==> src/rmft_pkg.sv <==
// ----------------------------------------------------------------------------
// rmft_pkg
// Shared types and constants of the range-match flow table.
// ----------------------------------------------------------------------------
package rmft_pkg;

  localparam int RULE_DEPTH    = 16;
  localparam int PENDING_DEPTH = 16;
  localparam int QUERY_DEPTH   = 16;

  localparam int RIDX_W = $clog2(RULE_DEPTH);
  localparam int RCNT_W = $clog2(RULE_DEPTH + 1);
  localparam int PIDX_W = (PENDING_DEPTH > 1) ? $clog2(PENDING_DEPTH) : 1;
  localparam int PCNT_W = $clog2(PENDING_DEPTH + 1);
  localparam int QIDX_W = (QUERY_DEPTH > 1) ? $clog2(QUERY_DEPTH) : 1;
  localparam int QCNT_W = $clog2(QUERY_DEPTH + 1);

  localparam logic [9:0] MAX_IP = 10'd1000;

  // rule kinds
  localparam logic [1:0] RK_DROP    = 2'd0;
  localparam logic [1:0] RK_FORWARD = 2'd1;
  localparam logic [1:0] RK_SEND    = 2'd2;

  // result kinds
  localparam logic [2:0] K_FWD     = 3'd0;
  localparam logic [2:0] K_DROP    = 3'd1;
  localparam logic [2:0] K_LEFT    = 3'd2;
  localparam logic [2:0] K_RIGHT   = 3'd3;
  localparam logic [2:0] K_QUERY   = 3'd4;
  localparam logic [2:0] K_SUPPR   = 3'd5;
  localparam logic [2:0] K_DONE    = 3'd6;
  localparam logic [2:0] K_OVF     = 3'd7;

  localparam logic [0:0] CFG_OWN_LOW  = 1'b0;
  localparam logic [0:0] CFG_OWN_HIGH = 1'b1;

  typedef struct packed {
    logic [9:0] sl;
    logic [9:0] sh;
    logic [9:0] dl;
    logic [9:0] dh;
    logic [1:0] kind;
    logic       port;
  } rule_t;

  typedef struct packed {
    logic [2:0]  kind;
    logic [9:0]  src;
    logic [9:0]  dst;
    logic [3:0]  idx;
    logic [15:0] hits;
    logic        last;
  } result_t;

  typedef struct packed {
    logic [0:0] action;
    logic [9:0] src_ip;
    logic [9:0] dst_ip;
    rule_t      rule;
  } item_t;

  // commands from controller to datapath
  typedef struct packed {
    logic             load_item;   // capture accepted item
    logic             set_pkt;     // current packet := item addresses
    logic             set_pend;    // current packet := pending entry read
    logic             rscan_start; // start rule scan at top
    logic             rscan_step;
    logic             dscan_step;  // duplicate scan step
    logic             qscan_step;
    logic             pscan_step;
    logic             rd_pend;     // issue pending read at pscan index
    logic             rd_hits;     // issue hit-count read at rule scan index
    logic             bump;        // write incremented count
    logic             append;      // append rule
    logic             record;      // record query + pending
    logic             keep;        // compact pending entry
    logic             finish_pend; // pending_used := write index
    logic             clr_scan;    // reset scan indices
    logic             res_hit;
    logic [2:0]       res_kind_fixed;
    logic             res_fixed;
    logic             res_last;
    logic             res_zero_addr;
  } cmd_t;

  typedef struct packed {
    logic rule_hit;    // rule at scan index matches
    logic rule_end;    // scan index at 0
    logic dup_hit;
    logic dup_end;
    logic q_hit;
    logic q_end;       // no more queried entries
    logic p_end;       // no more pending entries
    logic rules_full;
    logic store_full;
    logic is_add;
  } stat_t;

endpackage

==> src/rmft_if.sv <==
// ----------------------------------------------------------------------------
// rmft_stream_if
// Valid/ready channels of the flow table.
// ----------------------------------------------------------------------------
interface rmft_stream_if #(parameter int W = 1);
  logic         valid;
  logic         ready;
  logic [W-1:0] data;
  modport source (output valid, output data, input ready);
  modport sink   (input valid, input data, output ready);
endinterface

==> src/rmft_dp.sv <==
// ----------------------------------------------------------------------------
// rmft_dp
// Datapath: rule table, hit counters, pending and queried stores, result reg.
// ----------------------------------------------------------------------------
module rmft_dp (
  input  logic                 clk,
  input  logic                 rst_n,
  input  rmft_pkg::item_t      item,
  input  logic                 cfg_we,
  input  logic                 cfg_idx,
  input  logic [9:0]           cfg_val,
  input  rmft_pkg::cmd_t       cmd,
  output rmft_pkg::stat_t      stat,
  output rmft_pkg::result_t    res
);

  rmft_pkg::rule_t rules [1:rmft_pkg::RULE_DEPTH-1];
  logic [15:0]     hits  [rmft_pkg::RULE_DEPTH];
  logic [19:0]     pend  [rmft_pkg::PENDING_DEPTH];
  logic [19:0]     qry   [rmft_pkg::QUERY_DEPTH];

  logic [9:0] own_lo_r, own_hi_r;
  rmft_pkg::item_t item_r;
  logic [rmft_pkg::RCNT_W-1:0] rused_r;
  logic [rmft_pkg::PCNT_W-1:0] pused_r, pidx_r, pwr_r;
  logic [rmft_pkg::QCNT_W-1:0] qused_r, qidx_r;
  logic [rmft_pkg::RIDX_W-1:0] ridx_r, didx_r, hidx_r;
  logic                        dup_r;
  logic [9:0]  psrc_r, pdst_r;
  logic [19:0] prd_r;
  logic [15:0] hrd_r;
  rmft_pkg::rule_t rcur, dcur;
  rmft_pkg::result_t res_r;
  logic [rmft_pkg::RIDX_W-1:0] rused_m1;

  assign rused_m1 = rmft_pkg::RIDX_W'(rused_r - 1'b1);

  // rule read with built-in entry 0
  always_comb begin
    rcur = (ridx_r == '0) ? {10'd0, rmft_pkg::MAX_IP, own_lo_r, own_hi_r,
                             rmft_pkg::RK_FORWARD, 1'b0} : rules[ridx_r];
    dcur = (didx_r == '0) ? {10'd0, rmft_pkg::MAX_IP, own_lo_r, own_hi_r,
                             rmft_pkg::RK_FORWARD, 1'b0} : rules[didx_r];
  end

  always_comb begin
    stat.rule_hit  = psrc_r >= rcur.sl && psrc_r <= rcur.sh &&
                     pdst_r >= rcur.dl && pdst_r <= rcur.dh;
    stat.rule_end  = ridx_r == '0;
    stat.dup_hit   = dcur.sl == item_r.rule.sl && dcur.sh == item_r.rule.sh &&
                     dcur.dl == item_r.rule.dl && dcur.dh == item_r.rule.dh &&
                     dcur.kind == item_r.rule.kind;
    stat.dup_end   = didx_r == rused_m1;
    stat.q_hit     = qidx_r < qused_r &&
                     qry[qidx_r[rmft_pkg::QIDX_W-1:0]] == {psrc_r, pdst_r};
    stat.q_end     = qidx_r >= qused_r;
    stat.p_end     = pidx_r >= pused_r;
    stat.rules_full = rused_r >= rmft_pkg::RCNT_W'(rmft_pkg::RULE_DEPTH);
    stat.store_full = qused_r >= rmft_pkg::QCNT_W'(rmft_pkg::QUERY_DEPTH) ||
                      pused_r >= rmft_pkg::PCNT_W'(rmft_pkg::PENDING_DEPTH);
    stat.is_add    = item_r.action[0];
  end

  // synchronous memory reads and writes, item and packet capture
  always_ff @(posedge clk) begin
    if (cmd.rd_pend) prd_r <= pend[pidx_r[rmft_pkg::PIDX_W-1:0]];
    if (cmd.rd_hits) hrd_r <= hits[ridx_r];
    if (cmd.keep)    pend[pwr_r[rmft_pkg::PIDX_W-1:0]] <= {psrc_r, pdst_r};
    if (cmd.record) begin
      pend[pused_r[rmft_pkg::PIDX_W-1:0]] <= {psrc_r, pdst_r};
      qry[qused_r[rmft_pkg::QIDX_W-1:0]]  <= {psrc_r, pdst_r};
    end
    if (cmd.append) rules[rused_r[rmft_pkg::RIDX_W-1:0]] <= item_r.rule;
    if (cmd.load_item) item_r <= item;
    if (cmd.set_pkt) begin
      psrc_r <= item_r.src_ip;
      pdst_r <= item_r.dst_ip;
    end else if (cmd.set_pend) begin
      psrc_r <= prd_r[19:10];
      pdst_r <= prd_r[9:0];
    end
  end

  always_ff @(posedge clk) begin
    if (!rst_n) begin
      own_lo_r <= 10'd0;
      own_hi_r <= rmft_pkg::MAX_IP;
      rused_r  <= rmft_pkg::RCNT_W'(1);
      pused_r  <= '0;
      qused_r  <= '0;
      pidx_r   <= '0;
      pwr_r    <= '0;
      qidx_r   <= '0;
      ridx_r   <= '0;
      didx_r   <= '0;
      hidx_r   <= '0;
      for (int i = 0; i < rmft_pkg::RULE_DEPTH; i++) hits[i] <= 16'd0;
    end else begin
      if (cfg_we) begin
        if (cfg_idx == rmft_pkg::CFG_OWN_LOW) own_lo_r <= cfg_val;
        else own_hi_r <= cfg_val;
      end
      if (cmd.clr_scan) begin
        qidx_r <= '0;
        didx_r <= '0;
        pidx_r <= '0;
        pwr_r  <= '0;
      end
      if (cmd.rscan_start) ridx_r <= rused_m1;
      else if (cmd.rscan_step) ridx_r <= ridx_r - 1'b1;
      if (cmd.dscan_step) didx_r <= didx_r + 1'b1;
      if (cmd.qscan_step) qidx_r <= qidx_r + 1'b1;
      if (cmd.pscan_step) pidx_r <= pidx_r + 1'b1;
      if (cmd.keep) pwr_r <= pwr_r + 1'b1;
      if (cmd.finish_pend) pused_r <= pwr_r;
      if (cmd.record) begin
        pused_r <= pused_r + 1'b1;
        qused_r <= qused_r + 1'b1;
      end
      if (cmd.append) begin
        rused_r <= rused_r + 1'b1;
        hits[rused_r[rmft_pkg::RIDX_W-1:0]] <= 16'd0;
      end
      if (cmd.bump && hrd_r != 16'hFFFF) hits[ridx_r] <= hrd_r + 16'd1;
      if (cmd.rd_hits) hidx_r <= ridx_r;
    end
  end

  // result register
  always_ff @(posedge clk) begin
    if (cmd.res_hit) begin
      res_r.kind <= (rcur.kind == rmft_pkg::RK_FORWARD) ? rmft_pkg::K_FWD :
                    (rcur.kind == rmft_pkg::RK_SEND) ?
                    (rcur.port ? rmft_pkg::K_RIGHT : rmft_pkg::K_LEFT) :
                    rmft_pkg::K_DROP;
      res_r.src  <= psrc_r;
      res_r.dst  <= pdst_r;
      res_r.idx  <= 4'(hidx_r);
      res_r.hits <= (hrd_r == 16'hFFFF) ? hrd_r : hrd_r + 16'd1;
      res_r.last <= cmd.res_last;
    end else if (cmd.res_fixed) begin
      res_r.kind <= cmd.res_kind_fixed;
      res_r.src  <= cmd.res_zero_addr ? 10'd0 : psrc_r;
      res_r.dst  <= cmd.res_zero_addr ? 10'd0 : pdst_r;
      res_r.idx  <= 4'd0;
      res_r.hits <= 16'd0;
      res_r.last <= cmd.res_last;
    end
  end

  assign res = res_r;

endmodule

==> src/rmft_ctrl.sv <==
// ----------------------------------------------------------------------------
// rmft_ctrl
// Sequencer for lookup and add-rule items; owns both handshakes' control.
// ----------------------------------------------------------------------------
module rmft_ctrl (
  input  logic            clk,
  input  logic            rst_n,
  input  logic            in_fire,
  output logic            in_rdy,
  output logic            out_vld,
  input  logic            out_rdy,
  input  rmft_pkg::stat_t stat,
  output rmft_pkg::cmd_t  cmd
);

  localparam logic [3:0] S_IDLE  = 4'd0;
  localparam logic [3:0] S_START = 4'd1;
  localparam logic [3:0] S_RSCAN = 4'd2;  // rule scan for current packet
  localparam logic [3:0] S_HREAD = 4'd3;  // hit count read settles
  localparam logic [3:0] S_HIT   = 4'd4;
  localparam logic [3:0] S_QSCAN = 4'd5;
  localparam logic [3:0] S_DSCAN = 4'd6;
  localparam logic [3:0] S_PRD   = 4'd7;  // pending read
  localparam logic [3:0] S_PLOAD = 4'd8;
  localparam logic [3:0] S_OUT   = 4'd9;  // result waiting
  localparam logic [3:0] S_DONE  = 4'd10;

  logic [3:0] state_r, state_nxt;
  logic       ovf_r, ovf_nxt;
  logic       fin_r, fin_nxt; // item ends after current output

  assign in_rdy  = state_r == S_IDLE;
  assign out_vld = state_r == S_OUT;

  always_comb begin
    state_nxt = state_r;
    ovf_nxt   = ovf_r;
    fin_nxt   = fin_r;
    cmd       = '0;
    case (state_r)
      S_IDLE: if (in_fire) begin
        cmd.load_item = 1'b1;
        state_nxt = S_START;
      end
      S_START: begin
        cmd.clr_scan = 1'b1;
        ovf_nxt = 1'b0;
        if (stat.is_add) state_nxt = S_DSCAN;
        else begin
          cmd.set_pkt = 1'b1;
          cmd.rscan_start = 1'b1;
          state_nxt = S_RSCAN;
        end
      end
      S_DSCAN: begin
        if (stat.dup_hit) begin
          cmd.pscan_step = 1'b0;
          state_nxt = S_PRD;
        end else if (stat.dup_end) begin
          if (stat.rules_full) ovf_nxt = 1'b1;
          else cmd.append = 1'b1;
          state_nxt = S_PRD;
        end else cmd.dscan_step = 1'b1;
      end
      S_PRD: begin
        if (stat.p_end) begin
          cmd.finish_pend = 1'b1;
          cmd.res_fixed = 1'b1;
          cmd.res_zero_addr = 1'b1;
          cmd.res_last = 1'b1;
          cmd.res_kind_fixed = ovf_r ? rmft_pkg::K_OVF : rmft_pkg::K_DONE;
          fin_nxt = 1'b1;
          state_nxt = S_OUT;
        end else begin
          cmd.rd_pend = 1'b1;
          state_nxt = S_PLOAD;
        end
      end
      S_PLOAD: begin
        cmd.set_pend = 1'b1;
        cmd.rscan_start = 1'b1;
        state_nxt = S_RSCAN;
      end
      S_RSCAN: begin
        if (stat.rule_hit) begin
          cmd.rd_hits = 1'b1;
          state_nxt = S_HREAD;
        end else if (stat.rule_end) begin
          if (stat.is_add) begin
            cmd.keep = 1'b1;
            cmd.pscan_step = 1'b1;
            state_nxt = S_PRD;
          end else state_nxt = S_QSCAN;
        end else cmd.rscan_step = 1'b1;
      end
      S_HREAD: state_nxt = S_HIT;
      S_HIT: begin
        cmd.bump = 1'b1;
        cmd.res_hit = 1'b1;
        cmd.res_last = !stat.is_add;
        fin_nxt = !stat.is_add;
        if (stat.is_add) cmd.pscan_step = 1'b1;
        state_nxt = S_OUT;
      end
      S_QSCAN: begin
        if (stat.q_hit) begin
          cmd.res_fixed = 1'b1;
          cmd.res_kind_fixed = rmft_pkg::K_SUPPR;
          cmd.res_last = 1'b1;
          fin_nxt = 1'b1;
          state_nxt = S_OUT;
        end else if (stat.q_end) begin
          cmd.res_fixed = 1'b1;
          cmd.res_last = 1'b1;
          fin_nxt = 1'b1;
          if (stat.store_full) cmd.res_kind_fixed = rmft_pkg::K_OVF;
          else begin
            cmd.res_kind_fixed = rmft_pkg::K_QUERY;
            cmd.record = 1'b1;
          end
          state_nxt = S_OUT;
        end else cmd.qscan_step = 1'b1;
      end
      S_OUT: if (out_rdy) state_nxt = fin_r ? S_IDLE : S_PRD;
      default: state_nxt = S_IDLE;
    endcase
  end

  always_ff @(posedge clk) begin
    if (!rst_n) begin
      state_r <= S_IDLE;
      ovf_r   <= 1'b0;
      fin_r   <= 1'b0;
    end else begin
      state_r <= state_nxt;
      ovf_r   <= ovf_nxt;
      fin_r   <= fin_nxt;
    end
  end

endmodule

==> src/range_match_flow_table.sv <==
// ----------------------------------------------------------------------------
// range_match_flow_table
// Range-match flow table of a software-defined switch.
// ----------------------------------------------------------------------------
// One item is processed at a time. A lookup walks the rule table from newest
// to oldest, one rule per cycle, then on a miss the queried pairs one per
// cycle. An add-rule item scans the table for a duplicate (one rule a cycle)
// and then, for each pending packet, does a pending read plus a rule walk plus,
// on a hit, a hit-count read and a result. Results leave through an output
// register; the block takes the next item after the last one.
module range_match_flow_table (
  input  logic clk,
  input  logic rst_n,
  rmft_stream_if.sink   in_ch,
  rmft_stream_if.source out_ch,
  rmft_stream_if.sink   cfg_ch
);

  rmft_pkg::item_t   item;
  rmft_pkg::cmd_t    cmd;
  rmft_pkg::stat_t   stat;
  rmft_pkg::result_t res;
  logic in_rdy, in_fire;

  // in_ch.data: action, src, dst, rsl, rsh, rdl, rdh, kind, port (MSB first)
  assign item = in_ch.data;
  assign in_ch.ready = in_rdy;
  assign in_fire = in_ch.valid && in_rdy;
  assign cfg_ch.ready = 1'b1;
  assign out_ch.data = res;

  rmft_ctrl u_ctrl (
    .clk, .rst_n, .in_fire, .in_rdy,
    .out_vld(out_ch.valid), .out_rdy(out_ch.ready), .stat, .cmd
  );

  rmft_dp u_dp (
    .clk, .rst_n, .item,
    .cfg_we(cfg_ch.valid),
    .cfg_idx(cfg_ch.data[10]),
    .cfg_val(cfg_ch.data[9:0]),
    .cmd, .stat, .res
  );

endmodule

==> src/flat_wrapper.sv <==
// flat-port wrapper written by rule: the top's interface ports become plain ports
module range_match_flow_table_flat 
  (clk, rst_n, in_ch_valid, in_ch_data, in_ch_ready, out_ch_valid, out_ch_data, out_ch_ready, cfg_ch_valid, cfg_ch_data, cfg_ch_ready);
  rmft_stream_if #(.W($bits(rmft_pkg::item_t))) in_ch_i ();
  rmft_stream_if #(.W($bits(rmft_pkg::result_t))) out_ch_i ();
  rmft_stream_if #(.W((11))) cfg_ch_i ();
  input  logic clk;
  input  logic rst_n;
  input wire logic [$bits(in_ch_i.valid)-1:0] in_ch_valid;
  input wire logic [$bits(in_ch_i.data)-1:0] in_ch_data;
  output wire logic [$bits(in_ch_i.ready)-1:0] in_ch_ready;
  output wire logic [$bits(out_ch_i.valid)-1:0] out_ch_valid;
  output wire logic [$bits(out_ch_i.data)-1:0] out_ch_data;
  input wire logic [$bits(out_ch_i.ready)-1:0] out_ch_ready;
  input wire logic [$bits(cfg_ch_i.valid)-1:0] cfg_ch_valid;
  input wire logic [$bits(cfg_ch_i.data)-1:0] cfg_ch_data;
  output wire logic [$bits(cfg_ch_i.ready)-1:0] cfg_ch_ready;
  assign in_ch_i.valid = in_ch_valid;
  assign in_ch_i.data = in_ch_data;
  assign in_ch_ready = in_ch_i.ready;
  assign out_ch_valid = out_ch_i.valid;
  assign out_ch_data = out_ch_i.data;
  assign out_ch_i.ready = out_ch_ready;
  assign cfg_ch_i.valid = cfg_ch_valid;
  assign cfg_ch_i.data = cfg_ch_data;
  assign cfg_ch_ready = cfg_ch_i.ready;
  range_match_flow_table u_core (.clk(clk), .rst_n(rst_n), .in_ch(in_ch_i), .out_ch(out_ch_i), .cfg_ch(cfg_ch_i));
endmodule
==> config.mk <==
export PLATFORM = sky130hd
export DESIGN_NAME = range_match_flow_table_flat
export DESIGN_NICKNAME = d
export VERILOG_FILES = /design/src/rmft_pkg.sv /design/src/rmft_if.sv /design/src/rmft_dp.sv /design/src/rmft_ctrl.sv /design/src/range_match_flow_table.sv /design/src/flat_wrapper.sv
export SDC_FILE = /design/constraint.sdc
export NUM_CORES = 2
export LEC_CHECK = 0
export BUFFER_PORTS_ARGS = -buffer_cell sky130_fd_sc_hd__buf_2
export CORE_MARGIN = 2
export CORE_UTILIZATION = 55
export CTS_CLUSTER_DIAMETER = 50
export DETAILED_ROUTE_END_ITERATION = 12
export PLACE_DENSITY = 0.68
export SYNTH_ARGS = -nofsm -noshare
export SYNTH_HDL_FRONTEND = slang
export SYNTH_SLANG_ARGS = --single-unit
==> constraint.sdc <==
create_clock -name clk -period 8.8 [get_ports clk]
set_input_delay 1.76 -clock clk [delete_from_list [all_inputs] [get_ports clk]]
set_output_delay 1.76 -clock clk [all_outputs]
set_load 0.03 [all_outputs]
==> reports/qor.csv <==
stage;metric;value;unit
status;status;finished clean;
clocking;hold-fix buffer count after cts;0;
placement;GPL Wtd Cong;0.8383;
logic_synthesis;Seq/Total Area, Yosys;0.6841;
setup_path;Reg-to-Reg End;u_core.u_dp.pend[0][16];
logic_synthesis;Yosys top cell area share;0.6633;
logic_synthesis;syn_nets;4452;
setup_path;crit path cell chain;buf_4, buf_4, mux4_2, mux4_2, mux2i_1, ha_1, a21o_1, a21o_1, a31oi_1, a211o_1, o2111ai_1, buf_4, o32a_1, nor2_2;
drt;routed vias;42640;
finish;Synth-to-Final Area Change;12.01;%
setup_path;delay-heaviest family, CP;compound AO/OA/AOI/OAI gates;
pwr;sw frac;0.2705;
floorplanning;Die W;378.6;microns
clocking;clock latency on the worst-skew pair;0.83;ns
clocking;Root Driver;clkbuf_16;
clocking;Post-CTS Setup Bufs;0;
timing;Final Skew;0.03839;ns
setup_path;CP startpoint kind;flop;
timing;final setup fails;0;
global_route;GRT Util Overall;0.2794;
setup_path;worst setup path class;flop to flop;
worst_hold_path;Worst Hold Launch;u_core.u_dp.hidx_r[2];
setup_path;Worst Path Max Fanout;36;
setup_path;most frequent CP cell;buf_4;
timing;fmax;156.3;MHz
logic_synthesis;most common cell in the netlist;edfxtp_1;
setup_path;Crit. End Element;flop;
setup_path;Crit-path slowest cell;nor2_2;
pwr;Int Power;16.15;mW
clocking;CTS buffer count;190;
floorplanning;standard-cell rows;137;
logic_synthesis;post-synthesis async set-or-reset flop share;0;
clocking;CTS Sinks;1785;
timing;Final period util;0.7271;
timing;Period minus WS final;6.398;ns
timing;unrepaired setup endpoints after global routing;false;
placement;Port Buf Inserts;125;
logic_synthesis;distinct cell type count after synthesis;91;
clocking;Max H-tree Level;4;
placement;DP Wirelength;118200;microns
worst_hold_path;Worst Hold Path EP;u_core.u_dp.hidx_r[2];
logic_synthesis;Post-synth EDFFs;1705;
pwr;Clock power frac;0.366;
floorplanning;chip height;378.6;microns
clocking;Post-CTS Resized;0;
setup_path;Register-to-Register Path Depth;14;
pwr;switching power;5.987;mW
logic_synthesis;Mapped Cells;4306;
flow_run;Max-cap violations;0;
drt;Antenna Violating Nets Remaining;0;
timing;Rel. slew slack;0.1594;
drt;Starting DRT DRC Count;5838;
logic_synthesis;Ys Warns;0;
logic_synthesis;Synth top cells by count;1705 x edfxtp_1, 513 x mux4_2, 449 x nor2_1;
drt;drc violations;0;
pwr;Pwr Density;256.0;mW/mm^2
setup_path;data arrival time of the worst path;6.82;ns
clocking;clk slew on worst S/H paths;0.06;ns
finish;Fill cells;9744;
global_route;largest net degree at the start of global routing;84;
global_route;first-pass GRT wire length;287800;microns
clocking;CTS tree;done;
global_route;Overflow after GRT;0;
pwr;Comb pwr share;0.148;
drt;drt first pass iters;5;
timing;setup TNS;0;ns
drt;wire length per cell;30.46;microns
floorplanning;area of the die;0.1434;sq mm
timing;final hold violation count;0;
global_route;vias in the first global route;41730;
drt;WL final;197800;microns
pwr;Peak VDD IR;0.2533;mV
pwr;Seq pwr share;0.486;
timing;Pins Over Slew Limit;0;
finish;Post-layout nets;4603;
pwr;Leakage;26.66;nW
setup_path;Critical Path RT;9.22;ns
worst_hold_path;Hold Crit Class;flop to flop;
logic_synthesis;Main synth FF type;edfxtp_1;
setup_path;max incr delay on CP;0.94;ns
clocking;clk buf depth;3;
finish;fraction of layout cells with a size suffix above 1;0.2561;
setup_path;flop-to-flop setup slack;2.40;ns
timing;worst-margin pin slew;1.249;ns
logic_synthesis;post-synthesis register bit count;1785;
setup_path;WP buf/inv;3;
floorplanning;Initial Util;0.5539;
floorplanning;Core Area;0.1394;sq mm
global_route;initial antenna violation count;9;
drt;Vias/cell;6.565;
worst_hold_path;WHS Path Cells;2;
logic_synthesis;synth top area cells;edfxtp_1 66%, mux4_2 15%, mux2i_1 2.8%;
floorplanning;I/O pins;127;
logic_synthesis;mapped cell area;0.07719;sq mm
pwr;Design Power;22.14;mW
logic_synthesis;Yosys top cell by area;edfxtp_1;
logic_synthesis;Mean Syn Cell Area;17.93;sq um
==> cell type report <==
class                           count  area [sq um]  area share
Antenna cell                        3         7.507  0.00008684
Clock buffer                      236          5084     0.05880
Clock inverter                    115          1334     0.01543
Inverter                           41         153.9    0.001780
Multi-Input combinational cell   2196         23060      0.2668
Sequential cell                  1785         52850      0.6114
Tap cell                         1876          2347     0.02715
Timing Repair Buffer              243          1612     0.01864
==> cells in the final DEF (no fill, tap or decap), drive strengths merged, types with 20 or more instances in the layout <==
master  count
a211oi     49
a21oi     155
a22oi      26
and3       28
buf       243
bufinv     20
clkbuf    236
clkinv     73
dfxtp      80
edfxtp   1705
ha         66
inv        52
mux2       33
mux2i     213
mux4      536
nand2     155
nand2b     36
nand3      56
nor2      449
nor2b      34
nor3       30
o21ai      30
xnor2      34
xor2       25
==> tightest hold or removal path: cells and delay by family, from the launching register on <==
| family | cells | cell delay, ns |
|---|---|---|
| and+or+nand+nor | 1 | 0.07 |
| muxes | 1 | 0.06 |
| DFF | 1 | 0.32 |
==> worst max path at each step <==
| stage | from | cells after the start | to | slack, ns |
|---|---|---|---|---|
| floorplan | flop | 19 | u_core.u_dp.hidx_r[2] | 2.34 |
| global placement | flop | 14 | u_core.u_dp.pend[3][14] | 2.37 |
| detailed placement | flop | 14 | u_core.u_dp.pend[0][16] | 2.38 |
| CTS | flop | 14 | u_core.u_dp.pend[12][13] | 2.35 |
| global route | flop | 14 | u_core.u_dp.pend[14][17] | 2.07 |
| finish | flop | 14 | u_core.u_dp.pend[0][16] | 2.40 |
==> sequential cells by signal, summed over array words and instances, names as in the netlist, 10 cells and up, named ones only <==
| name | flops |
|---|---|
| u_core.u_dp.hits | 256 |
| u_core.u_dp.hrd_r | 16 |
| u_core.u_dp.rules | 645 |
| u_core.u_dp.pend | 320 |
| u_core.u_dp.own_hi_r | 10 |
| u_core.u_dp.own_lo_r | 10 |
| u_core.u_dp.pdst_r | 10 |
| u_core.u_dp.qry | 320 |
| u_core.u_dp.prd_r | 20 |
| u_core.u_dp.res | 44 |
| u_core.u_dp.psrc_r | 10 |
| u_core.u_dp.item_r | 63 |
==> stage by stage <==
step	hold slack [ns]	utilization	area, sq um	cells	setup slack (ns)
after CTS	0.4885	0.6203	86450	6492	2.348
after floorplan	0.4363	-	77190	4306	2.344
after detailed placement	0.4785	0.5743	80030	6141	2.381
after global routing	0.5179	0.6203	86450	6493	2.069
after global placement	0.4671	0.5743	80030	6141	2.374
final	0.4890	0.6204	86450	6495	2.402
==> power by group through the flow <==
stage | clock (mW) | sequential [mW] | combinational (mW)
after floorplan | 0 | 10.9 | 1.89
after global placement | 0 | 10.9 | 3.21
after detailed placement | 0 | 10.9 | 3.25
after CTS | 8.21 | 10.7 | 3.27
after global routing | 8.54 | 10.8 | 3.47
final | 8.11 | 10.8 | 3.27
==> cell families (layout without fill, tap and decap cells) <==
logic type	Yosys count	in the layout	synth area share
flops	1785	1785	0.6841
simple gates	865	865	0.05053
mux	782	782	0.1899
compound gates	423	423	0.03743
buf+inv	325	635	0.02059
fa+ha+maj	66	66	0.01070
xor+xnor	59	59	0.006695
other cells	1	4	0.00004858
==> per-layer routing <==
metal	vias to the layer above	global-route usage	wire, microns
met5	-	0	13
met3	373	0.04798	18550
li1	17750	-	-
met2	2304	0.4287	92720
met4	2	0.08690	6084
met1	22210	0.4146	80480
No activity file was read; power rests on OpenSTA's default activity.
